$ cat config.mk
export PLATFORM = sky130hd
export DESIGN_NAME = wheel_speed_ramp_distributor
export DESIGN_NICKNAME = d
export VERILOG_FILES = /design/src/sv/wsrd_pkg.sv /design/src/sv/wsrd_cfg.sv /design/src/sv/wsrd_ramp.sv /design/src/sv/wsrd_dist.sv /design/src/sv/wheel_speed_ramp_distributor.sv
export SDC_FILE = /design/constraint.sdc
export NUM_CORES = 1
export LEC_CHECK = 0
export BUFFER_PORTS_ARGS = -buffer_cell sky130_fd_sc_hd__buf_2
export CELL_PAD_IN_SITES_DETAIL_PLACEMENT = 1
export CELL_PAD_IN_SITES_GLOBAL_PLACEMENT = 2
export CORE_ASPECT_RATIO = 0.7
export CORE_UTILIZATION = 43
export DETAILED_ROUTE_END_ITERATION = 8
export HOLD_SLACK_MARGIN = 0.15
export PLACE_DENSITY = 0.95
export REMOVE_ABC_BUFFERS = 1
export SYNTH_ARGS = -nofsm -noshare
export SYNTH_HDL_FRONTEND = slang
export SYNTH_HIERARCHICAL = 1
export SYNTH_SLANG_ARGS = --single-unit
export TNS_END_PERCENT = 100
$ cat constraint.sdc
create_clock -name clk -period 24.9 [get_ports clk]
set_input_delay 4.98 -clock clk [delete_from_list [all_inputs] [get_ports clk]]
set_output_delay 4.98 -clock clk [all_outputs]
set_load 0.005 [all_outputs]
$ cat src/sv/wsrd_pkg.sv
package wsrd_pkg;

  // Field widths
  localparam int unsigned SPEED_W   = 8;
  localparam int unsigned DEMAND_W  = 10;
  localparam int unsigned STEP_W    = 4;
  localparam int unsigned LEAD_W    = 2;
  localparam int unsigned CFG_IDX_W = 3;

  typedef logic [SPEED_W-1:0]   speed_t;
  typedef logic [DEMAND_W-1:0]  demand_t;
  typedef logic [STEP_W-1:0]    step_t;
  typedef logic [LEAD_W-1:0]    lead_t;
  typedef logic [CFG_IDX_W-1:0] cfg_idx_t;

  // Register indexes on the configuration port
  localparam cfg_idx_t REG_ACCEL_KNEE      = 3'd0;
  localparam cfg_idx_t REG_ACCEL_FAST_STEP = 3'd1;
  localparam cfg_idx_t REG_DECEL_KNEE      = 3'd2;
  localparam cfg_idx_t REG_DECEL_FAST_STEP = 3'd3;
  localparam cfg_idx_t REG_SPEED_CAP       = 3'd4;
  localparam cfg_idx_t REG_SPEED_FLOOR     = 3'd5;

  // Register reset values
  localparam speed_t RST_ACCEL_KNEE      = 8'd50;
  localparam step_t  RST_ACCEL_FAST_STEP = 4'd3;
  localparam speed_t RST_DECEL_KNEE      = 8'd150;
  localparam step_t  RST_DECEL_FAST_STEP = 4'd2;
  localparam speed_t RST_SPEED_CAP       = 8'd250;
  localparam speed_t RST_SPEED_FLOOR     = 8'd3;

  // Target value that means stop
  localparam speed_t STOP_CODE = 8'd2;

  // Leader wheel codes
  localparam lead_t LEAD_WHEEL0 = 2'd0;
  localparam lead_t LEAD_WHEEL4 = 2'd1;
  localparam lead_t LEAD_WHEEL8 = 2'd2;

  typedef struct packed {
    speed_t accel_knee;
    step_t  accel_fast_step;
    speed_t decel_knee;
    step_t  decel_fast_step;
    speed_t speed_cap;
    speed_t speed_floor;
  } cfg_regs_t;

endpackage

$ cat src/sv/wsrd_cfg.sv
module wsrd_cfg (
  input  logic                clk,
  input  logic                rst,
  input  logic                cfg_valid,
  output logic                cfg_ready,
  input  wsrd_pkg::cfg_idx_t  cfg_index,
  input  wsrd_pkg::speed_t    cfg_data,
  output wsrd_pkg::cfg_regs_t regs
);
  import wsrd_pkg::*;

  // Writes are always accepted; cfg_ready is tied high
  assign cfg_ready = 1'b1;

  // Register file; unknown indexes are dropped
  always_ff @(posedge clk) begin
    if (rst) begin
      regs.accel_knee      <= RST_ACCEL_KNEE;
      regs.accel_fast_step <= RST_ACCEL_FAST_STEP;
      regs.decel_knee      <= RST_DECEL_KNEE;
      regs.decel_fast_step <= RST_DECEL_FAST_STEP;
      regs.speed_cap       <= RST_SPEED_CAP;
      regs.speed_floor     <= RST_SPEED_FLOOR;
    end else if (cfg_valid && cfg_ready) begin
      unique case (cfg_index)
        REG_ACCEL_KNEE:      regs.accel_knee      <= cfg_data;
        REG_ACCEL_FAST_STEP: regs.accel_fast_step <= cfg_data[STEP_W-1:0];
        REG_DECEL_KNEE:      regs.decel_knee      <= cfg_data;
        REG_DECEL_FAST_STEP: regs.decel_fast_step <= cfg_data[STEP_W-1:0];
        REG_SPEED_CAP:       regs.speed_cap       <= cfg_data;
        REG_SPEED_FLOOR:     regs.speed_floor     <= cfg_data;
        default: ;
      endcase
    end
  end

endmodule

$ cat src/sv/wsrd_ramp.sv
module wsrd_ramp (
  input  logic                clk,
  input  logic                rst,
  input  wsrd_pkg::cfg_regs_t regs,
  input  logic                enable,
  input  wsrd_pkg::speed_t    target,
  output wsrd_pkg::speed_t    speed_next
);
  import wsrd_pkg::*;

  speed_t              speed;
  logic                phase;
  logic                phase_next;
  step_t               acc_step;
  step_t               dec_step;
  logic [SPEED_W:0]    acc_sum;
  logic signed [SPEED_W+1:0] dec_diff;

  // Step sizes around the knees
  assign acc_step = (speed < regs.accel_knee) ? step_t'(1) : regs.accel_fast_step;
  assign dec_step = (speed > regs.decel_knee) ? regs.decel_fast_step : step_t'(1);
  assign acc_sum  = {1'b0, speed} + {{(SPEED_W+1-STEP_W){1'b0}}, acc_step};
  assign dec_diff = $signed({2'b00, speed}) - $signed({{(SPEED_W+2-STEP_W){1'b0}}, dec_step});

  // Next common speed, clamped at the target
  always_comb begin
    speed_next = speed;
    phase_next = phase;
    if (speed < target) begin
      phase_next = ~phase;
      if (!phase) begin
        speed_next = (acc_sum >= {1'b0, target}) ? target : acc_sum[SPEED_W-1:0];
      end
    end else if (speed > target) begin
      phase_next = ~phase;
      speed_next = (dec_diff <= $signed({2'b00, target})) ? target : dec_diff[SPEED_W-1:0];
    end
  end

  always_ff @(posedge clk) begin
    if (rst) begin
      speed <= '0;
      phase <= 1'b0;
    end else if (enable) begin
      speed <= speed_next;
      phase <= phase_next;
    end
  end

endmodule

$ cat src/sv/wsrd_dist.sv
module wsrd_dist (
  input  wsrd_pkg::cfg_regs_t regs,
  input  wsrd_pkg::speed_t    common,
  input  wsrd_pkg::speed_t    target,
  input  wsrd_pkg::demand_t   demand0,
  input  wsrd_pkg::demand_t   demand4,
  input  wsrd_pkg::demand_t   demand8,
  output wsrd_pkg::speed_t    speed0,
  output wsrd_pkg::speed_t    speed4,
  output wsrd_pkg::speed_t    speed8,
  output wsrd_pkg::lead_t     lead
);
  import wsrd_pkg::*;

  localparam int unsigned V_W = DEMAND_W + 2;

  demand_t              d [3];
  demand_t              d_lead;
  demand_t              gap [3];
  logic signed [V_W-1:0] v [3];
  speed_t               lim [3];
  logic                 stop;

  assign d[0] = demand0;
  assign d[1] = demand4;
  assign d[2] = demand8;
  assign stop = (target == STOP_CODE);

  // Leader: strictly larger demand wins, ties go to the lower wheel
  always_comb begin
    lead = (d[1] > d[0]) ? LEAD_WHEEL4 : LEAD_WHEEL0;
    d_lead = (lead == LEAD_WHEEL4) ? d[1] : d[0];
    if (d[2] > d_lead) begin
      lead = LEAD_WHEEL8;
      d_lead = d[2];
    end
  end

  // Per wheel: subtract demand gap, then cap and floor
  always_comb begin
    for (int i = 0; i < 3; i++) begin
      gap[i] = (d_lead > d[i]) ? (d_lead - d[i]) : (d[i] - d_lead);
      v[i]   = $signed({{(V_W-SPEED_W){1'b0}}, common})
             - $signed({{(V_W-DEMAND_W){1'b0}}, gap[i]});
      if (v[i] > $signed({{(V_W-SPEED_W){1'b0}}, regs.speed_cap})) begin
        lim[i] = regs.speed_cap;
      end else if (v[i] <= $signed({{(V_W-SPEED_W){1'b0}}, regs.speed_floor})) begin
        lim[i] = stop ? STOP_CODE : regs.speed_floor;
      end else begin
        lim[i] = v[i][SPEED_W-1:0];
      end
    end
  end

  assign speed0 = lim[0];
  assign speed4 = lim[1];
  assign speed8 = lim[2];

endmodule

$ cat src/sv/wheel_speed_ramp_distributor.sv
// Wheel speed ramp distributor.
// One request on the input channel is one control tick: a target speed and
// three wheel demands. Each tick yields exactly one result: three limited
// wheel speeds, the ramped common speed and the leader wheel index.
// Input channel: in_valid / in_stall; output channel: out_valid / out_stall.
// A request is taken when valid is high and stall is low.
// Path: a taken request waits in the input register; when it advances, its
// result is written to the result register and shown on the outputs.
// Throughput: one request per cycle while out_stall is low; the ramp, leader
// search and limiting fit between the input register and the result register.
// When out_stall holds a result, the input register still takes one more
// request; in_stall rises only once both registers are full.
// Configuration: cfg_valid / cfg_ready with cfg_index and cfg_data; writes
// are always accepted and must be made while no tick is in flight.
// Reset (rst, synchronous) clears both valid flags, sets common speed and
// the acceleration phase to zero and loads the register reset values.
module wheel_speed_ramp_distributor (
  input  logic               clk,
  input  logic               rst,
  input  logic               cfg_valid,
  output logic               cfg_ready,
  input  wsrd_pkg::cfg_idx_t cfg_index,
  input  wsrd_pkg::speed_t   cfg_data,
  input  logic               in_valid,
  output logic               in_stall,
  input  wsrd_pkg::speed_t   goal_speed,
  input  wsrd_pkg::demand_t  demand_wheel0,
  input  wsrd_pkg::demand_t  demand_wheel4,
  input  wsrd_pkg::demand_t  demand_wheel8,
  output logic               out_valid,
  input  logic               out_stall,
  output wsrd_pkg::speed_t   speed_wheel0,
  output wsrd_pkg::speed_t   speed_wheel4,
  output wsrd_pkg::speed_t   speed_wheel8,
  output wsrd_pkg::speed_t   ramped_speed,
  output wsrd_pkg::lead_t    leader_wheel
);
  import wsrd_pkg::*;

  cfg_regs_t regs;
  logic      s1_valid;
  speed_t    s1_target;
  demand_t   s1_d0;
  demand_t   s1_d4;
  demand_t   s1_d8;
  logic      advance;
  logic      in_accept;
  speed_t    speed_next;
  speed_t    w0;
  speed_t    w4;
  speed_t    w8;
  lead_t     lead;

  // Handshake control
  assign advance   = s1_valid && (!out_valid || !out_stall);
  assign in_stall  = s1_valid && !advance;
  assign in_accept = in_valid && !in_stall;

  wsrd_cfg u_cfg (
    .clk       (clk),
    .rst       (rst),
    .cfg_valid (cfg_valid),
    .cfg_ready (cfg_ready),
    .cfg_index (cfg_index),
    .cfg_data  (cfg_data),
    .regs      (regs)
  );

  wsrd_ramp u_ramp (
    .clk        (clk),
    .rst        (rst),
    .regs       (regs),
    .enable     (advance),
    .target     (s1_target),
    .speed_next (speed_next)
  );

  wsrd_dist u_dist (
    .regs    (regs),
    .common  (speed_next),
    .target  (s1_target),
    .demand0 (s1_d0),
    .demand4 (s1_d4),
    .demand8 (s1_d8),
    .speed0  (w0),
    .speed4  (w4),
    .speed8  (w8),
    .lead    (lead)
  );

  // Input register
  always_ff @(posedge clk) begin
    if (rst) begin
      s1_valid <= 1'b0;
    end else if (in_accept) begin
      s1_valid <= 1'b1;
    end else if (advance) begin
      s1_valid <= 1'b0;
    end
  end

  always_ff @(posedge clk) begin
    if (in_accept) begin
      s1_target <= goal_speed;
      s1_d0     <= demand_wheel0;
      s1_d4     <= demand_wheel4;
      s1_d8     <= demand_wheel8;
    end
  end

  // Result register
  always_ff @(posedge clk) begin
    if (rst) begin
      out_valid <= 1'b0;
    end else if (advance) begin
      out_valid <= 1'b1;
    end else if (!out_stall) begin
      out_valid <= 1'b0;
    end
  end

  always_ff @(posedge clk) begin
    if (advance) begin
      speed_wheel0 <= w0;
      speed_wheel4 <= w4;
      speed_wheel8 <= w8;
      ramped_speed <= speed_next;
      leader_wheel <= lead;
    end
  end

`ifndef SYNTHESIS
  // A held request is never dropped from the input register
  a_s1_hold: assert property (@(posedge clk) disable iff (rst)
    s1_valid && !advance |=> s1_valid)
    else $error("input register lost a request");

  // Every advance produces a result
  a_adv_out: assert property (@(posedge clk) disable iff (rst)
    advance |=> out_valid)
    else $error("advance without result");

  // Leader code is one of the three wheels
  a_lead_rng: assert property (@(posedge clk) disable iff (rst)
    out_valid |-> (leader_wheel == LEAD_WHEEL0 || leader_wheel == LEAD_WHEEL4 ||
                   leader_wheel == LEAD_WHEEL8))
    else $error("bad leader code");

  // When wheel 0 leads, it gets the common speed if that lies inside the limits
  a_lead_spd: assert property (@(posedge clk) disable iff (rst)
    out_valid && leader_wheel == LEAD_WHEEL0 && ramped_speed <= regs.speed_cap &&
    ramped_speed > regs.speed_floor |-> speed_wheel0 == ramped_speed)
    else $error("leader speed differs from common speed");
`endif

endmodule

==> flow_metrics.tcl, run 1 <==
set metrics [dict create \
    cp-start-kind "flop" \
    synth_edf_count 72 \
    grt_pass1_wl_mm 66.39 \
    yosysWarnings 6 \
    vias 11430 \
    min-delay-path-class "flop to flop" \
    path_depth 38 \
    p_leak_nw 6.475 \
    drc_errors 0 \
    fmax_mhz 83.94 \
    drt_iter0_markers 1034 \
    async_flop_share_pct 0 \
    critPathBufInv 1 \
    post_dp_cell_area_um2 13380 \
    cpMostUsedCell "a21oi_1" \
    ff2ff_path_depth 38 \
    nets 1716 \
    drive_above_1_share_pct 13.10 \
    area_delta_synth_final_pct 10.52 \
    cts_tree "done" \
    min_path_cells 2 \
    diodes 0 \
    grt_pass1_vias 11490 \
    synth_area_per_cell_um2 9.147 \
    die_h_um 145.7 \
    crit_type "flop to flop" \
    tightest_slew_ns 1.079 \
    synth_cell_types 99 \
    critPathRequiredTime_ns 25.09 \
    clockBufferDepth 2 \
    die_area_um2 30180 \
    final_area_um2 14010 \
    port_buffers 89 \
    gp_congestion 0.9458 \
    placementRows 52 \
    peakVddDrop_mv 0.04589 \
    skew_ns 0.01390 \
    fill_cells 3314 \
    slew_headroom_pct 27.85 \
    antenna_found_initial 0 \
    dieWidth_um 207.2 \
    clock_sinks 123 \
    wl_per_cell_um 23.44 \
    hold_violations 0 \
    finalCriticalPeriod_ns 11.91 \
    status "completed" \
    maxCapViolations 0 \
    synth_area_um2 12680 \
    pin_count 91 \
    p_per_area_nw_per_um2 91.27 \
    clk_latency_ns 0.45 \
    drt_pass1_iterations 5 \
    overflow 0 \
    ys_seq_elements 123 \
    ctsResizeCount 0 \
    multiInputGateArea_um2 8847 \
    post_cts_buffers 0 \
    min_period_over_period_pct 47.84 \
    total_power_mw 1.279 \
    cts_hold_buf 0 \
    grt_max_degree 61 \
    finalSetupViolCount 0 \
    crit_family "compound AO/OA/AOI/OAI gates" \
    cts.root.buffer_cell "clkbuf_16" \
    start_util_pct 43.79 \
    vias_per_cell 6.198 \
    groute.usage.overall_pct 28.77 \
    synth-main-ff-cell "edfxtp_1" \
    numCtsBuffers 17 \
    cp_slowest_cell "nor4b_2" \
    core_area_um2 28950 \
    dp_hpwl_mm 34.39 \
    htreeDepth 4 \
    rsz0062_at_grt "no" \
    wirelength_mm 43.22 \
    seq_area_frac_synth_pct 25.11 \
    final_antenna_net_count 0 \
    crit_path_max_fanout 20 \
    seqCellArea_um2 3183 \
    end_kind "flop" \
    path_clk_slew_ns 0.06 \
    final_max_slew_viol_count 0 \
    worstPathArrival_ns 12.11 \
    slowest_delay_ns 0.90 \
    syn_inst 1386 \
    tns_ns 0 \
]
layout by cell type, fill, tap and decap left out, drive strengths merged, types with 8 or more instances in the layout:
cell,Yosys,layout
ha,198,198
nor2,108,108
inv,102,106
a21oi,106,106
buf,31,96
mux2i,87,87
edfxtp,72,72
o21ai,72,72
nand2,65,65
dfxtp,51,51
nand2b,39,39
a21o,36,36
nand3,28,28
o21a,25,25
clkbuf,17,23
xnor2,21,21
nand4,21,21
a211oi,20,20
nor2b,19,19
mux2,18,18
o211ai,16,16
xor2,15,15
nor3,14,14
a221o,13,13
or2,12,12
o31a,11,11
fa,11,11
or3,11,11
a31oi,10,10
and2,9,9
nor4,9,9
nand3b,8,8
sequential cells by signal, indices dropped and copies added, names as in the netlist, 10 cells and up:
signal and flops:
u_cfg/regs 40, s1_d8 10, s1_d4 10, s1_d0 10
stage by stage:
| stage | hold slack [ns] | instances | worst slack (ns) | util [%] |
|---|---|---|---|---|
| 5_1_grt | 0.5044 | 1844 | 12.30 | 48.39 |
| 3_3_place_gp | 0.4593 | 1812 | 14.01 | 46.23 |
| 6_report | 0.4729 | 1844 | 12.99 | 48.39 |
| 3_5_place_dp | 0.4684 | 1812 | 13.32 | 46.23 |
| 4_1_cts | 0.4786 | 1844 | 13.27 | 48.39 |
| 2_1_floorplan | 0.4471 | 1338 | 14.78 | - |
power breakdown:
| part | internal [mW] | switching [mW] | total [mW] |
|---|---|---|---|
| sequential | 0.228 | 0.00895 | 0.237 |
| combinational | 0.304 | 0.470 | 0.773 |
| clock | 0.162 | 0.106 | 0.268 |
path summary, 6_finish.rpt:
| path | start | to | slack [ns] |
|---|---|---|---|
| setup reg to reg | s1_d0[3] | speed_wheel8[0] | 12.99 |
| setup / recovery | s1_d0[3] | speed_wheel8[0] | 12.99 |
| hold reg to reg | u_cfg/regs[16] | u_cfg/regs[16] | 0.47 |
| hold / removal | u_cfg/regs[16] | u_cfg/regs[16] | 0.47 |
cell type report:
type	instances	area share, %
clock buffer	23	3.804
clock inverter	9	0.6698
inverter	102	2.733
multi-input combinational	1113	63.15
sequential	123	22.72
tap	378	3.376
timing repair buffer	96	3.554
routing by layer:
layer	vias to the layer above	share of wire [%]	track usage, %
met3	50	8.2	6.927
li1	5295	-	-
met4	0	1.1	6.157
met1	5668	49	42.64
met2	416	42	41.89
met5	-	0	0
Yosys cell counts, types with 10 or more instances:
master	number	share of area, %
ha_1	198	20
nor2_1	108	3.2
a21oi_1	102	4.0
inv_1	102	3.0
mux2i_1	87	6.9
edfxtp_1	72	17
nand2_1	64	1.9
o21ai_0	63	2.5
dfxtp_1	51	8.1
nand2b_1	39	1.9
a21o_1	34	2.0
nand3_1	26	1.0
o21a_1	25	1.5
xnor2_1	21	1.5
nand4_1	19	0.94
nor2b_1	19	0.94
buf_2	17	0.67
a211oi_1	16	0.95
clkbuf_1	16	0.47
o211ai_1	15	0.89
xor2_1	15	1.0
nor3_1	14	0.55
fa_1	11	1.7
o31a_1	11	0.76
or2_2	11	0.54
a31oi_1	10	0.49
mux2_2	10	0.89
worst reg2reg max path, delay by kind of cell, from the launching register on:
family          cells  cell delay (ns)
compound gates     22             5.31
fa+ha+maj           5             1.81
buf+inv             1             0.11
flops               1             0.42
mux                 3             1.05
simple gates        7             2.98
logic make-up after synthesis:
group                      Yosys count  synth area share (%)
AOI/OAI and AO/OA                  387                 21.37
xor gates and xnor gates            36                 2.487
adders and majority gates          209                 21.28
buffers and inverters              150                 5.300
DFF                                123                 25.11
muxes                              105                 8.527
other                                1               0.02958
and+or+nand+nor                    375                 15.90
Note: power is estimated with default switching activity, not from simulation.
==> run 2, diff against run 1 <==
--- a/config.mk
+++ b/config.mk
@@ -9,10 +9,10 @@
 export CELL_PAD_IN_SITES_DETAIL_PLACEMENT = 1
 export CELL_PAD_IN_SITES_GLOBAL_PLACEMENT = 2
 export CORE_ASPECT_RATIO = 0.7
-export CORE_UTILIZATION = 43
+export CORE_UTILIZATION = 39
 export DETAILED_ROUTE_END_ITERATION = 8
 export HOLD_SLACK_MARGIN = 0.15
-export PLACE_DENSITY = 0.95
+export PLACE_DENSITY = 0.88
 export REMOVE_ABC_BUFFERS = 1
 export SYNTH_ARGS = -nofsm -noshare
 export SYNTH_HDL_FRONTEND = slang
==> constraint.sdc (replaced) <==
create_clock -name clk -period 12.1 [get_ports clk]
set_input_delay 2.42 -clock clk [delete_from_list [all_inputs] [get_ports clk]]
set_output_delay 2.42 -clock clk [all_outputs]
set_load 0.005 [all_outputs]
==> flow_metrics.tcl, run 2 (synthesis gave the netlist of run 1 again) <==
set metrics [dict create \
    area_delta_synth_final_pct 10.95 \
    largest_reg_flops 40 \
    die_area_um2 33240 \
    critPathRequiredTime_ns 12.28 \
    clockBufferDepth 2 \
    grt_pass1_wl_mm 66.27 \
    finalSetupViolCount 0 \
    largest-register "u_cfg/regs" \
    power.share.clock_pct 21.1 \
    drt_pass1_iterations 5 \
    gp_congestion 0.9539 \
    vias_per_cell 5.986 \
    htreeDepth 4 \
    wirelength_mm 43.39 \
    cts_tree "done" \
    post_cts_buffers 0 \
    final_area_um2 14060 \
    antenna_found_initial 1 \
    pin_count 91 \
    groute.usage.overall_pct 26.26 \
    post_dp_cell_area_um2 13440 \
    clock_sinks 123 \
    overflow 0 \
    port_buffers 89 \
    slew_headroom_pct 20.66 \
    path_clk_slew_ns 0.06 \
    p_leak_nw 6.485 \
    finalCriticalPeriod_ns 11.49 \
    dp_hpwl_mm 34.79 \
    grt_max_degree 61 \
    placementRows 54 \
    wl_per_cell_um 23.01 \
    swShare_pct 45.92 \
    drive_above_1_share_pct 13.23 \
    hold-worst-slack_ns 0.4800 \
    min-delay-path-class "flop to flop" \
    rsz0062_at_grt "no" \
    p_per_area_nw_per_um2 186.5 \
    die_h_um 152.8 \
    p_int_mw 1.419 \
    pwr-share-comb_pct 60.3 \
    numCtsBuffers 17 \
    maxCapViolations 0 \
    cpMostUsedCell "a21oi_1" \
    vias 11290 \
    end_kind "flop" \
    diodes 0 \
    final_max_slew_viol_count 0 \
    peakVddDrop_mv 0.09161 \
    drc_errors 0 \
    power_switching_mw 1.205 \
    layout_common_cells "198 x ha_1, 107 x nor2_1, 102 x inv_1, 102 x a21oi_1, 89 x buf_2" \
    layout_commonest_cell "ha_1" \
    slowest_delay_ns 0.86 \
    final_antenna_net_count 0 \
    grt_pass1_vias 11180 \
    hold_violations 0 \
    core_area_um2 31550 \
    crit_path_max_fanout 20 \
    status "completed" \
    cp-start-kind "flop" \
    nets 1716 \
    cp_slowest_cell "mux2i_1" \
    seq_power_share_pct 18.6 \
    dieWidth_um 217.5 \
    start_util_pct 40.18 \
    cts.root.buffer_cell "clkbuf_16" \
    fmax_mhz 87.02 \
    tightest_slew_ns 1.190 \
    worstPathArrival_ns 11.67 \
    r2r_slack_ns 0.61 \
    tns_ns 0 \
    crit_type "flop to flop" \
    clk_latency_ns 0.45 \
    drt_iter0_markers 877 \
    min_period_over_period_pct 94.98 \
    skew_ns 0.01620 \
]
run 2: path summary, 6_finish.rpt:
kind / from / end / cells past startpoint
hold / removal: u_cfg/regs[35] / u_cfg/regs[35] / 2
setup / recovery: s1_d0[7] / speed_wheel0[6] / 39
setup reg to reg: s1_d0[7] / speed_wheel0[6] / 39
hold reg to reg: u_cfg/regs[35] / u_cfg/regs[35] / 2
run 2: power groups by stage:
stage	registers, mW	logic [mW]	clock network (mW)
floorplan	0.491	1.12	0
global placement	0.497	1.48	0
detailed placement	0.497	1.53	0
CTS	0.489	1.55	0.565
global route	0.491	1.74	0.581
finish	0.489	1.58	0.552
run 2: critical path: cells and delay by family (launching register included):
kind	cells	cell delay, ns
multiplexers	3	1.60
adder cells (fa/ha/maj)	5	1.50
AND/OR/NAND/NOR	13	3.40
AO/OA/AOI/OAI	16	3.95
flip-flops	1	0.40
buffers and inverters	2	0.39
run 2: metrics by stage:
step	setup WS [ns]	util (%)	total power [mW]	std cells
after floorplan	1.980	-	1.608	1338
after global placement	0.8383	42.58	1.980	1854
after detailed placement	0.6466	42.58	2.027	1854
after CTS	0.5883	44.55	2.599	1886
after global routing	0.05208	44.58	2.808	1886
final	0.6077	44.58	2.623	1886
run 2: what timing repair did:
item                                    4_1_cts  5_1_grt
endpoints found under the setup margin        0        8
hold endpoints to repair                      0        0
gates resized for setup                       0        1
hold buffers                                  0        0
run 2: final cells by class:
class	instances	area (um2)
clock buffer	20	500.5
clock inverter	12	118.9
fill	3682	17490
inverter	102	382.9
multi-input combinational	1113	8856
sequential	123	3183
tap	420	525.5
timing repair buffer	96	498.0
run 2: layer usage:
layer,global-route usage (%),vias up,part of all wire [%]
li1,-,5307,-
met1,40.24,5559,51
met2,36.50,375,41
met3,5.930,49,6.9
met4,6.103,0,1.4
met5,0,-,0
